$ cat config.mk
export PLATFORM = sky130hd
export DESIGN_NAME = status_led_pattern_generator
export DESIGN_NICKNAME = d
export VERILOG_FILES = /design/src/rtl/core/slpg_pkg.sv /design/src/rtl/core/slpg_timebase.sv /design/src/rtl/core/slpg_colour.sv /design/src/rtl/core/status_led_pattern_generator.sv
export SDC_FILE = /design/constraint.sdc
export NUM_CORES = 1
export LEC_CHECK = 0
export ABC_AREA = 1
export BUFFER_PORTS_ARGS = -buffer_cell sky130_fd_sc_hd__buf_4
export CELL_PAD_IN_SITES_DETAIL_PLACEMENT = 0
export CELL_PAD_IN_SITES_GLOBAL_PLACEMENT = 1
export CORE_MARGIN = 3
export CORE_UTILIZATION = 45
export CTS_CLUSTER_SIZE = 16
export DETAILED_ROUTE_END_ITERATION = 7
export PLACE_DENSITY_LB_ADDON = 0.05
export REMOVE_ABC_BUFFERS = 1
export SLEW_MARGIN = 20
export SYNTH_ARGS = -nofsm -noshare
export SYNTH_HDL_FRONTEND = slang
export SYNTH_HIERARCHICAL = 1
export SYNTH_SLANG_ARGS = --single-unit
export TNS_END_PERCENT = 1
$ cat constraint.sdc
create_clock -name clk -period 6.3 [get_ports clk]
set_input_delay 1.26 -clock clk [delete_from_list [all_inputs] [get_ports clk]]
set_output_delay 1.26 -clock clk [all_outputs]
set_load 0.01 [all_outputs]
$ cat src/rtl/core/slpg_pkg.sv
// ----------------------------------------------------------------------------
// slpg_pkg
// Shared types and constants of the status LED pattern generator.
// ----------------------------------------------------------------------------
package slpg_pkg;

  localparam int TIME_WIDTH        = 32;
  localparam int REFRESH_PERIOD_MS = 40;

  localparam int DATA_PERIOD_MS   = 500;
  localparam int STROBE_HALF_MS   = 80;
  localparam int STROBE_LEN_MS    = 400;
  localparam int BOOT_LEN_MS      = 2500;
  localparam int BOOT_SLOT_MS     = 350;
  localparam int BOOT_ON_MS       = 200;
  localparam int HOME_HALF_MS     = 150;
  localparam int PKT_TIMEOUT_MS   = 1500;
  localparam int ID_CYCLE_MS      = 3000;
  localparam int ID_SLOT_MS       = 300;
  localparam int ID_ON_MS         = 180;

  localparam int M80_W   = $clog2(STROBE_HALF_MS);
  localparam int M150_W  = $clog2(HOME_HALF_MS);
  localparam int M500_W  = $clog2(DATA_PERIOD_MS);
  localparam int M350_W  = $clog2(BOOT_SLOT_MS);
  localparam int M300_W  = $clog2(ID_SLOT_MS);
  localparam int M3000_W = $clog2(ID_CYCLE_MS);
  localparam int BOOT_W  = $clog2(BOOT_LEN_MS);
  localparam int SPAN_W  = $clog2(ID_CYCLE_MS * 2);

  localparam int ID_W      = 4;
  localparam int CFG_ADDR_W = 3;
  localparam int CFG_DATA_W = 32;

  localparam logic [CFG_ADDR_W-3:0] REG_BOARD_ID = '0;

  typedef logic [TIME_WIDTH-1:0] time_t;
  typedef logic [23:0]           colour_t;

  typedef struct packed {
    time_t                t;
    logic                 odd80;
    logic                 odd150;
    logic                 odd500;
    logic [M80_W-1:0]     mod80;
    logic [M150_W-1:0]    mod150;
    logic [M500_W-1:0]    mod500;
    logic [M350_W-1:0]    mod350;
    logic [M300_W-1:0]    mod300;
    logic [M3000_W-1:0]   mod3000;
  } phase_t;

  typedef struct packed {
    time_t last_error;
    time_t last_own;
    time_t last_master;
  } evt_times_t;

  localparam colour_t COL_OFF       = 24'h000000;
  localparam colour_t COL_RED       = {8'd255, 8'd0,   8'd0};
  localparam colour_t COL_CYAN      = {8'd0,   8'd200, 8'd200};
  localparam colour_t COL_AMBER     = {8'd180, 8'd140, 8'd0};
  localparam colour_t COL_ID_ON     = {8'd255, 8'd120, 8'd0};
  localparam colour_t COL_ID_OFF    = {8'd15,  8'd6,   8'd0};
  localparam colour_t COL_DIM_RED   = {8'd120, 8'd0,   8'd0};
  localparam colour_t COL_GREEN     = {8'd0,   8'd120, 8'd0};
  localparam colour_t COL_BLUE      = {8'd0,   8'd0,   8'd120};

endpackage

$ cat src/rtl/core/slpg_timebase.sv
// ----------------------------------------------------------------------------
// slpg_timebase
// Wrapping millisecond counter with running phase counters for each pattern.
// ----------------------------------------------------------------------------
module slpg_timebase import slpg_pkg::*; (
  input  logic   clk,
  input  logic   rst_n,
  input  logic   advance,
  output phase_t phase
);

  phase_t ph_r;
  phase_t ph_nxt;

  always_comb begin
    ph_nxt = ph_r;
    if (ph_r.t == {TIME_WIDTH{1'b1}}) begin
      ph_nxt = '0;
    end else begin
      ph_nxt.t = ph_r.t + TIME_WIDTH'(1);
      if (ph_r.mod80 == M80_W'(STROBE_HALF_MS - 1)) begin
        ph_nxt.mod80 = '0;
        ph_nxt.odd80 = ~ph_r.odd80;
      end else begin
        ph_nxt.mod80 = ph_r.mod80 + M80_W'(1);
      end
      if (ph_r.mod150 == M150_W'(HOME_HALF_MS - 1)) begin
        ph_nxt.mod150 = '0;
        ph_nxt.odd150 = ~ph_r.odd150;
      end else begin
        ph_nxt.mod150 = ph_r.mod150 + M150_W'(1);
      end
      if (ph_r.mod500 == M500_W'(DATA_PERIOD_MS - 1)) begin
        ph_nxt.mod500 = '0;
        ph_nxt.odd500 = ~ph_r.odd500;
      end else begin
        ph_nxt.mod500 = ph_r.mod500 + M500_W'(1);
      end
      if (ph_r.mod350 == M350_W'(BOOT_SLOT_MS - 1)) begin
        ph_nxt.mod350 = '0;
      end else begin
        ph_nxt.mod350 = ph_r.mod350 + M350_W'(1);
      end
      if (ph_r.mod300 == M300_W'(ID_SLOT_MS - 1)) begin
        ph_nxt.mod300 = '0;
      end else begin
        ph_nxt.mod300 = ph_r.mod300 + M300_W'(1);
      end
      if (ph_r.mod3000 == M3000_W'(ID_CYCLE_MS - 1)) begin
        ph_nxt.mod3000 = '0;
      end else begin
        ph_nxt.mod3000 = ph_r.mod3000 + M3000_W'(1);
      end
    end
  end

  always_ff @(posedge clk) begin
    if (!rst_n) begin
      ph_r <= '0;
    end else if (advance) begin
      ph_r <= ph_nxt;
    end
  end

  assign phase = ph_r;

endmodule

$ cat src/rtl/core/slpg_colour.sv
// ----------------------------------------------------------------------------
// slpg_colour
// Priority selection of the pixel colour for one refresh.
// ----------------------------------------------------------------------------
module slpg_colour import slpg_pkg::*; (
  input  phase_t          phase,
  input  evt_times_t      evt,
  input  logic [ID_W-1:0] board_id,
  input  logic            homing,
  input  logic            calibrated,
  output colour_t         colour
);

  logic [ID_W:0]   blinks;
  logic [SPAN_W-1:0] boot_span;
  logic [SPAN_W-1:0] id_span;
  time_t           err_dt;
  time_t           own_dt;
  time_t           master_dt;
  logic            strobe;
  logic            boot;
  logic            boot_on;
  logic            own_stale;
  logic            master_live;
  logic            id_on;

  always_comb begin
    blinks      = {1'b0, board_id} + (ID_W+1)'(1);
    boot_span   = SPAN_W'(blinks) * SPAN_W'(BOOT_SLOT_MS);
    id_span     = SPAN_W'(blinks) * SPAN_W'(ID_SLOT_MS);
    err_dt      = phase.t - evt.last_error;
    own_dt      = phase.t - evt.last_own;
    master_dt   = phase.t - evt.last_master;
    strobe      = err_dt < TIME_WIDTH'(STROBE_LEN_MS);
    boot        = phase.t < TIME_WIDTH'(BOOT_LEN_MS);
    boot_on     = (SPAN_W'(phase.t[BOOT_W-1:0]) < boot_span) &&
                  (phase.mod350 < M350_W'(BOOT_ON_MS));
    own_stale   = own_dt > TIME_WIDTH'(PKT_TIMEOUT_MS);
    master_live = (evt.last_master != '0) && (master_dt < TIME_WIDTH'(PKT_TIMEOUT_MS));
    id_on       = (SPAN_W'(phase.mod3000) < id_span) &&
                  (phase.mod300 < M300_W'(ID_ON_MS));

    if (strobe) begin
      colour = phase.odd80 ? COL_RED : COL_OFF;
    end else if (boot) begin
      colour = boot_on ? COL_CYAN : COL_OFF;
    end else if (homing) begin
      colour = phase.odd150 ? COL_AMBER : COL_OFF;
    end else if (own_stale) begin
      if (master_live) begin
        colour = id_on ? COL_ID_ON : COL_ID_OFF;
      end else begin
        colour = phase.odd500 ? COL_DIM_RED : COL_OFF;
      end
    end else begin
      colour = calibrated ? COL_GREEN : COL_BLUE;
    end
  end

endmodule

$ cat src/rtl/core/status_led_pattern_generator.sv
// ----------------------------------------------------------------------------
// status_led_pattern_generator
// Millisecond tick driven data LED and RGB status pixel pattern generator.
// ----------------------------------------------------------------------------
// Each item passes the input reg, then the result reg, before its result is valid.
// One item per cycle while out_ready allows; event times register with each item.
// Reset clears the millisecond counter, event times, pending error, pixel
// colour and board_id; both pipeline stages come up empty.
// ----------------------------------------------------------------------------
module status_led_pattern_generator import slpg_pkg::*; (
  input  logic                  clk,
  input  logic                  rst_n,
  input  logic                  in_valid,
  output logic                  in_ready,
  input  logic                  in_error_seen,
  input  logic                  in_own_packet,
  input  logic                  in_master_packet,
  input  logic                  in_homing_or_calibrating,
  input  logic                  in_is_calibrated,
  output logic                  out_valid,
  input  logic                  out_ready,
  output logic                  out_traffic_led,
  output logic                  out_pixel_refresh,
  output logic [7:0]            out_red,
  output logic [7:0]            out_green,
  output logic [7:0]            out_blue,
  input  logic                  cfg_psel,
  input  logic                  cfg_penable,
  input  logic                  cfg_pwrite,
  input  logic [CFG_ADDR_W-1:0] cfg_paddr,
  input  logic [CFG_DATA_W-1:0] cfg_pwdata,
  output logic [CFG_DATA_W-1:0] cfg_prdata,
  output logic                  cfg_pready
);

  logic            board_sel;
  logic [ID_W-1:0] board_id_r;

  logic s1_valid_r;
  logic s1_err_r;
  logic s1_own_r;
  logic s1_master_r;
  logic s1_homing_r;
  logic s1_calib_r;

  logic       out_valid_r;
  logic       out_led_r;
  logic       out_refresh_r;
  colour_t    out_colour_r;

  time_t      last_refresh_r;
  evt_times_t evt_r;
  evt_times_t evt_nxt;
  logic       err_pending_r;
  logic       err_pending_nxt;
  colour_t    colour_r;
  colour_t    colour_nxt;
  colour_t    pick;

  phase_t     phase;
  logic       advance;
  logic       refresh;
  logic       pend_eff;
  time_t      refresh_dt;

  assign cfg_pready = 1'b1;
  assign board_sel  = cfg_paddr[CFG_ADDR_W-1:2] == REG_BOARD_ID;
  assign cfg_prdata = board_sel ? CFG_DATA_W'(board_id_r) : '0;

  always_ff @(posedge clk) begin
    if (!rst_n) begin
      board_id_r <= '0;
    end else if (cfg_psel && cfg_penable && cfg_pwrite && cfg_pready && board_sel) begin
      board_id_r <= cfg_pwdata[ID_W-1:0];
    end
  end

  assign advance  = s1_valid_r && (!out_valid_r || out_ready);
  assign in_ready = !s1_valid_r || advance;

  slpg_timebase u_timebase (
    .clk     (clk),
    .rst_n   (rst_n),
    .advance (advance),
    .phase   (phase)
  );

  always_comb begin
    refresh_dt = phase.t - last_refresh_r;
    refresh    = refresh_dt >= TIME_WIDTH'(REFRESH_PERIOD_MS);
    pend_eff   = err_pending_r | s1_err_r;
    evt_nxt    = evt_r;
    if (s1_own_r) begin
      evt_nxt.last_own = phase.t;
    end
    if (s1_master_r) begin
      evt_nxt.last_master = phase.t;
    end
    if (refresh && pend_eff) begin
      evt_nxt.last_error = phase.t;
    end
    err_pending_nxt = pend_eff && !refresh;
    colour_nxt      = refresh ? pick : colour_r;
  end

  slpg_colour u_colour (
    .phase      (phase),
    .evt        (evt_nxt),
    .board_id   (board_id_r),
    .homing     (s1_homing_r),
    .calibrated (s1_calib_r),
    .colour     (pick)
  );

  always_ff @(posedge clk) begin
    if (!rst_n) begin
      s1_valid_r     <= 1'b0;
      out_valid_r    <= 1'b0;
      last_refresh_r <= '0;
      evt_r          <= '0;
      err_pending_r  <= 1'b0;
      colour_r       <= COL_OFF;
    end else begin
      if (in_valid && in_ready) begin
        s1_valid_r <= 1'b1;
      end else if (advance) begin
        s1_valid_r <= 1'b0;
      end
      if (advance) begin
        out_valid_r   <= 1'b1;
        evt_r         <= evt_nxt;
        err_pending_r <= err_pending_nxt;
        colour_r      <= colour_nxt;
        if (refresh) begin
          last_refresh_r <= phase.t;
        end
      end else if (out_ready) begin
        out_valid_r <= 1'b0;
      end
    end
  end

  always_ff @(posedge clk) begin
    if (in_valid && in_ready) begin
      s1_err_r    <= in_error_seen;
      s1_own_r    <= in_own_packet;
      s1_master_r <= in_master_packet;
      s1_homing_r <= in_homing_or_calibrating;
      s1_calib_r  <= in_is_calibrated;
    end
    if (advance) begin
      out_led_r     <= phase.odd500;
      out_refresh_r <= refresh;
      out_colour_r  <= colour_nxt;
    end
  end

  assign out_valid         = out_valid_r;
  assign out_traffic_led   = out_led_r;
  assign out_pixel_refresh = out_refresh_r;
  assign out_red           = out_colour_r[23:16];
  assign out_green         = out_colour_r[15:8];
  assign out_blue          = out_colour_r[7:0];

`ifndef ASSERT_OFF
  a_refresh_time: assert property (@(posedge clk) disable iff (!rst_n)
    advance && refresh |=> last_refresh_r == $past(phase.t))
    else $error("refresh time not recorded");

  a_pending_cleared: assert property (@(posedge clk) disable iff (!rst_n)
    advance && refresh |=> !err_pending_r)
    else $error("pending error survived a refresh");

  a_time_hold: assert property (@(posedge clk) disable iff (!rst_n)
    !advance |=> $stable(phase.t))
    else $error("time moved without an item");

  a_colour_hold: assert property (@(posedge clk) disable iff (!rst_n)
    advance && !refresh |=> $stable(colour_r))
    else $error("pixel changed without a refresh");
`endif

endmodule

==> results.yml, run 1 <==
sta:
  finalSetupViolCount: 0
  skew_ps: 24.1
  final_hold_viol_count: 0
  period_share_pct: 93.1
  fmax_ghz: 0.171
  period_needed_ps: 5860
  slew_violations: 0
  grt_setup_unrepaired: "true"
  worst_pin_slew_ps: 951
  slew_headroom_pct: 36.5
  tns_ps: 0
finish:
  drive_above_1_share_pct: 7.58
  n_antenna_cell: 0
  final_area_sq_um: 28500
  fill_cells: 6277
  finalCoreUtilization_pct: 49.9
  area_delta_synth_final_pct: 8.53
  nNetsFinal: 4719
global_routing:
  grt_usage_pct: 26.1
  grt_overflow_total: 0
  antenna_found_initial: 0
  grt_max_degree: 105
  grt_pass1_vias: 24000
  grt_pass1_wl_mm: 128
die:
  dieArea_sq_um: 61200
  core-area_sq_um: 57000
  die_w_um: 247
  die_y_um: 247
  rows: 87
  start_util_pct: 46.0
  num_io_pins: 108
synth:
  synth_flop_cell: "dfxtp_1"
  yosysTopAreaCell: "dfxtp_1"
  synth_top_area_share_pct: 18.9
  synth.area.top_cells: "dfxtp_1 (19%), nand2_1 (18%), inv_1 (11%)"
  syn_avg_cell_area_sq_um: 5.90
  syn_area_sq_um: 26200
  synthArstFlopShare_pct: 0
  synth_seq_cells: 279
  ys_warn_count: 6
  seq_area_frac_synth_pct: 22.5
  ys_types: 54
  synth_cells: 4443
  synth_edf_count: 31
clock_network:
  postCtsHoldBufs: 0
  clockBufferDepth: 3
  cts_root_buffer: "clkbuf_16"
  cts_made_buffers: 34
  clkSinkCount: 279
  cts_tree: "yes"
  worstSkewPairLatency_ps: 560
  clk_pin_slew_ps: 60
  htreeDepth: 2
worst_setup_path:
  critPathSlowestCell: "fa_1"
  critPathBufInv: 7
  cp_max_fo: 17
  path_class: "flop to flop"
  cp_top_family: "simple AND/OR/NAND/NOR gates"
  endpoint_kind: "flop"
  worstSetupStartpointType: "flop"
  worst_path_most_repeated_cell: "nand2_1"
  cp_slowest_stage_delay_ps: 420
  cp_data_arrival_time_ps: 6270
  required_ps: 6710
power:
  pwr-share-comb_pct: 33.8
  vdd_drop_max_v: 0.000178
  leakage_uw: 0.0147
  p_total_uw: 5840
  p_sw_share_pct: 37.4
  powerDensity_nw_per_um2: 205
  net-switching-power_uw: 2190
  p_seq_share_pct: 34.0
  p_int_uw: 3650
  clkPwrFrac_pct: 32.2
detailed_routing:
  totalWireLength_mm: 80.6
  firstDrtPassIters: 6
  vias_per_cell: 5.02
  post_drt_wl_per_cell_um: 15.3
  vias: 26400
  drc: 0
  antenna_left: 0
  initialDrtViolationCount: 1854
placed_design:
  dpl.hpwl_mm: 61.9
  place.gp.congestion: 0.924
  io_buffers: 48
  place_area_sq_um: 27300
hold_path:
  min_path_type: "flop to flop"
outcome:
  outcome: "finished, final reports clean"
flow_run:
  cap_viol_max_count: 0
## power groups by stage
stage / registers (uW) / clock network, uW / logic, uW
finish: 1990 / 1880 / 1980
global route: 2000 / 2010 / 2240
CTS: 1990 / 1940 / 1950
detailed placement: 2030 / 0 / 1940
global placement: 2020 / 0 / 1940
floorplan: 2040 / 0 / 1370
## path summary, 6_finish.rpt
check                           slack [ps]                 start  depth (start not counted)                to
worst max register to register         440  u_timebase/phase[57]                         41  out_colour_r[21]
worst min register to register         450             evt_r[29]                          2         evt_r[29]
worst max-delay path                   440  u_timebase/phase[57]                         41  out_colour_r[21]
worst min-delay path                   450             evt_r[29]                          2         evt_r[29]
## metrics by stage
| step | cells | setup WS, ps | hold slack [ps] |
|---|---|---|---|
| 2_1_floorplan | 4335 | -785 | 424 |
| 6_report | 5257 | 437 | 445 |
| 4_1_cts | 5254 | 173 | 447 |
| 3_3_place_gp | 5195 | 189 | 434 |
| 3_5_place_dp | 5195 | 200 | 439 |
| 5_1_grt | 5257 | -33.4 | 461 |
## timing repair
item	in CTS	in global routing
buffers inserted	0	2
endpoints found under the setup margin	0	40
resized for setup	0	15
## cell usage in the layout (no fill, tap or decap), types with 4 or more instances in the layout
| cell type | n |
|---|---|
| nand2_1 | 1282 |
| inv_1 | 779 |
| nor2_1 | 489 |
| nand3_1 | 288 |
| a21oi_1 | 280 |
| dfxtp_1 | 248 |
| o21ai_0 | 199 |
| ha_1 | 182 |
| buf_4 | 105 |
| nand4_1 | 70 |
| xor2_1 | 51 |
| nor3_1 | 49 |
| nand2_2 | 43 |
| nand3_2 | 42 |
| xnor2_1 | 34 |
| clkbuf_16 | 34 |
| conb_1 | 33 |
| edfxtp_1 | 31 |
| nand3b_1 | 29 |
| nor2_2 | 25 |
| inv_2 | 25 |
| o21ai_1 | 18 |
| o21bai_1 | 15 |
| a21oi_2 | 15 |
| clkbuf_1 | 12 |
| nor3_2 | 11 |
| and2_1 | 11 |
| nor4_1 | 11 |
| fa_1 | 11 |
| nand2_4 | 6 |
| or2_2 | 6 |
| nor2_4 | 6 |
| o211ai_1 | 5 |
| a31oi_1 | 5 |
| clkinv_1 | 4 |
| a21o_1 | 4 |
| a21boi_0 | 4 |
| clkbuf_8 | 4 |
| clkinv_2 | 4 |
## worst register-to-register path: cells and delay by family, from the launching register on
family | cells | cell delay (ps)
AO/OA/AOI/OAI | 5 | 1070
adder cells (fa/ha/maj) | 3 | 920
buffers and inverters | 7 | 570
flip-flops | 1 | 310
AND/OR/NAND/NOR | 26 | 2870
## synth_stat cells (all sizes together) (4+ instances only)
master,number
nor4,11
nand3,332
dfxtp,248
o211ai,5
o21bai,15
clkbuf,53
a21o,4
nand4,70
xnor2,34
ha,183
xor2,51
fa,11
a21boi,4
a21oi,296
nor3,60
buf,85
nor2,521
inv,805
edfxtp,31
nand3b,29
or2,6
a31oi,5
nand2,1332
and2,11
o21ai,218
## layout make-up
cell class                 count  area, sq um  area share, %
multi-input combinational   3248        16700           58.8
sequential                   279         5900           20.7
inverter                     808         3040           10.7
clock buffer                  50          951           3.34
tap                          756          946           3.32
timing repair buffer         107          823           2.89
clock inverter                 9         87.6          0.308
## kinds of logic after synthesis
logic type,after synthesis,share of synthesized area [%]
fa+ha+maj,194,9.57
buf+inv,946,14.5
xor+xnor,85,2.84
simple gates,2379,39.3
compound gates,557,11.3
flops,279,22.5
other cells,3,0.0429
## layer usage
metal  up-vias  global-route usage, %  part of all wire (%)  routed length (um)
met2       551                   43.5                    45               36600
met1     11800                   35.5                    47               37900
met4         0                   7.55                   2.9                2350
li1      14000                      -                     -                   -
met3       119                   3.06                   4.6                3710
met5         -                      0                     0                   0
## flip-flops by register name (all words and copies together), names as in the netlist
| register | flops |
|---|---|
| u_timebase/phase | 89 |
| s1_valid_r | 1 |
| err_pending_r | 1 |
| out_valid | 1 |
| out_traffic_led | 1 |
| out_pixel_refresh | 1 |
| colour_r | 24 |
| evt_r | 96 |
| s1_homing_r | 1 |
| s1_master_r | 1 |
| s1_own_r | 1 |
| out_colour_r | 24 |
| s1_err_r | 1 |
| board_id_r | 4 |
| s1_calib_r | 1 |
| last_refresh_r | 32 |
Note: power is estimated with default switching activity, not from simulation.
==> run 2: changes to the inputs <==
CTS_BUF_LIST = sky130_fd_sc_hd__clkbuf_4   (was default)
==> run 2 against run 1 <==
Clock power fell by 7%. First-iteration DRC count fell by 6.1%. Critical endpoint unchanged. Sequential share of layout area hardly changed. Worst hold slack gained 0.83 ps.
==> results.yml, run 2 (synthesized netlist as in run 1, its figures left out) <==
finish:
  regMostFlops: "evt_r"
  largest_register_ff_count: 96
  final_area_sq_um: 28500
  fill_cells: 6348
  final_cell_mix: "nand2_1 (1281), inv_1 (779), nor2_1 (488)"
  fin_cells: 5349
  nNetsFinal: 4766
  area_delta_synth_final_pct: 8.64
  drive_above_1_share_pct: 9.43
  mostFrequentLayoutCell: "nand2_1"
global_routing:
  grt_pass1_vias: 24300
  grt_pass1_wl_mm: 129
  grt_max_degree: 105
  grt_overflow_total: 0
  antenna_found_initial: 3
  grt_usage_pct: 26.3
detailed_routing:
  drc: 0
  post_drt_wl_per_cell_um: 15.1
  firstDrtPassIters: 6
  wl_met1_mm: 37.9
  initialDrtViolationCount: 1740
  routed.top_layer: "met5"
  totalWireLength_mm: 80.9
  antenna_left: 0
  wl_met3_mm: 3.87
  route.met2.wl_mm: 36.4
  vias_per_cell: 4.97
  vias: 26600
hold_path:
  min_path_type: "flop to flop"
power:
  vdd_drop_max_v: 0.000184
  powerDensity_nw_per_um2: 200
  leakage_uw: 0.0149
clock_network:
  clockBufferDepth: 3
  clkSinkCount: 279
  cts_root_buffer: "clkbuf_4"
  clk_pin_slew_ps: 60
  postCtsHoldBufs: 0
  cts_tree: "yes"
  cts_made_buffers: 81
  htreeDepth: 3
  worstSkewPairLatency_ps: 810
sta:
  finalSetupViolCount: 0
  tns_ps: 0
  period_share_pct: 92.7
  layout_setup_ws_ps: 459
  period_needed_ps: 5840
  slew_headroom_pct: 37.8
  skew_ps: 66.4
  slew_violations: 0
  grt_setup_unrepaired: "true"
  hold_ws_ps: 446
  final_hold_viol_count: 0
  fmax_ghz: 0.171
  worst_pin_slew_ps: 932
worst_setup_path:
  required_ps: 6930
  worstSetupStartpointType: "flop"
  endpoint_kind: "flop"
  cp_max_fo: 17
  cp_data_arrival_time_ps: 6470
  critPathSlowestCell: "fa_1"
  cp_slowest_stage_delay_ps: 400
  startpoint: "u_timebase/phase[57]"
  path_class: "flop to flop"
  worst_path_most_repeated_cell: "nand2_1"
  rr_startpoint: "u_timebase/phase[57]"
  crit_end: "out_colour_r[21]"
  rr_worst_depth: 41
  r2r_end: "out_colour_r[21]"
  r2r_slack_ps: 460
placed_design:
  place.gp.congestion: 0.924
  dpl_worst_slack_ps: 200
  dp.cells: 5195
  place_area_sq_um: 27300
  io_buffers: 48
  dpl.hpwl_mm: 61.9
die:
  start_util_pct: 46.0
  core-area_sq_um: 57000
  dieArea_sq_um: 61200
  die_w_um: 247
  rows: 87
  die_y_um: 247
  num_io_pins: 108
outcome:
  outcome: "finished, final reports clean"
flow_run:
  cap_viol_max_count: 0
## run 2: cell count changes in the layout (fill, tap and decap cells not counted), moves of 2 or more
| cell | previous run | this run |
|---|---|---|
| clkinv_1 | 4 | 16 |
| clkbuf_8 | 4 | 0 |
| clkbuf_16 | 34 | 0 |
| inv_2 | 25 | 27 |
| clkinv_4 | 0 | 2 |
| clkbuf_1 | 12 | 0 |
| clkbuf_4 | 0 | 125 |
| diode_2 | 0 | 2 |
## run 2: layout make-up
| cell class | instances | area (sq um) | area share, % |
|---|---|---|---|
| diodes | 2 | 5.00 | 0.0176 |
| clock buffers | 125 | 938 | 3.29 |
| clock inverters | 24 | 119 | 0.417 |
| inverters | 808 | 3040 | 10.7 |
| multi-input cells | 3248 | 16700 | 58.7 |
| flip-flops and latches | 279 | 5900 | 20.7 |
| well taps | 756 | 946 | 3.32 |
| repair buffers | 107 | 823 | 2.89 |
## run 2: power by group
| part | switching [uW] | leakage (uW) | total [uW] | internal [uW] |
|---|---|---|---|---|
| Combinational | 1350 | 0.0119 | 1980 | 624 |
| Clock | 835 | 0.000637 | 1750 | 911 |
| Sequential | 45.6 | 0.00231 | 1990 | 1940 |
| Total | 2230 | 0.0149 | 5710 | 3480 |
## run 2: how the worst min path moves through the flow
stage / from / depth (start not counted) / slack [ps] / endpoint
detailed placement: evt_r[38] / 2 / 440 / evt_r[38]
CTS: evt_r[16] / 2 / 450 / evt_r[16]
global route: evt_r[32] / 2 / 460 / evt_r[32]
global placement: evt_r[30] / 2 / 430 / evt_r[30]
finish: evt_r[49] / 2 / 450 / evt_r[49]
floorplan: evt_r[0] / 2 / 420 / evt_r[0]
## run 2: metal layers
| metal | vias up | GRT usage [%] |
|---|---|---|
| li1 | 14100 | - |
| met1 | 11700 | 35.2 |
| met2 | 610 | 43.4 |
| met3 | 145 | 3.54 |
| met4 | 2 | 9.42 |
| met5 | - | 0 |
## run 2: metrics by stage
stage	utilization [%]	total power [uW]
2_1_floorplan	-	3410
3_3_place_gp	47.9	3960
3_5_place_dp	47.9	3970
4_1_cts	49.8	5770
5_1_grt	50.0	6170
6_report	50.0	5710
## run 2: repair_timing
action / 4_1_cts / 5_1_grt
setup buffers: 0 / 2
setup endpoints to repair: 0 / 40
gates resized for setup: 0 / 17
## run 2: critical path: cells and delay by family (launching register included)
| kind | cells | cell delay [ps] |
|---|---|---|
| flip-flops | 1 | 310 |
| adder cells (fa/ha/maj) | 3 | 890 |
| buffers and inverters | 7 | 550 |
| AND/OR/NAND/NOR | 26 | 2850 |
| AO/OA/AOI/OAI | 5 | 1070 |
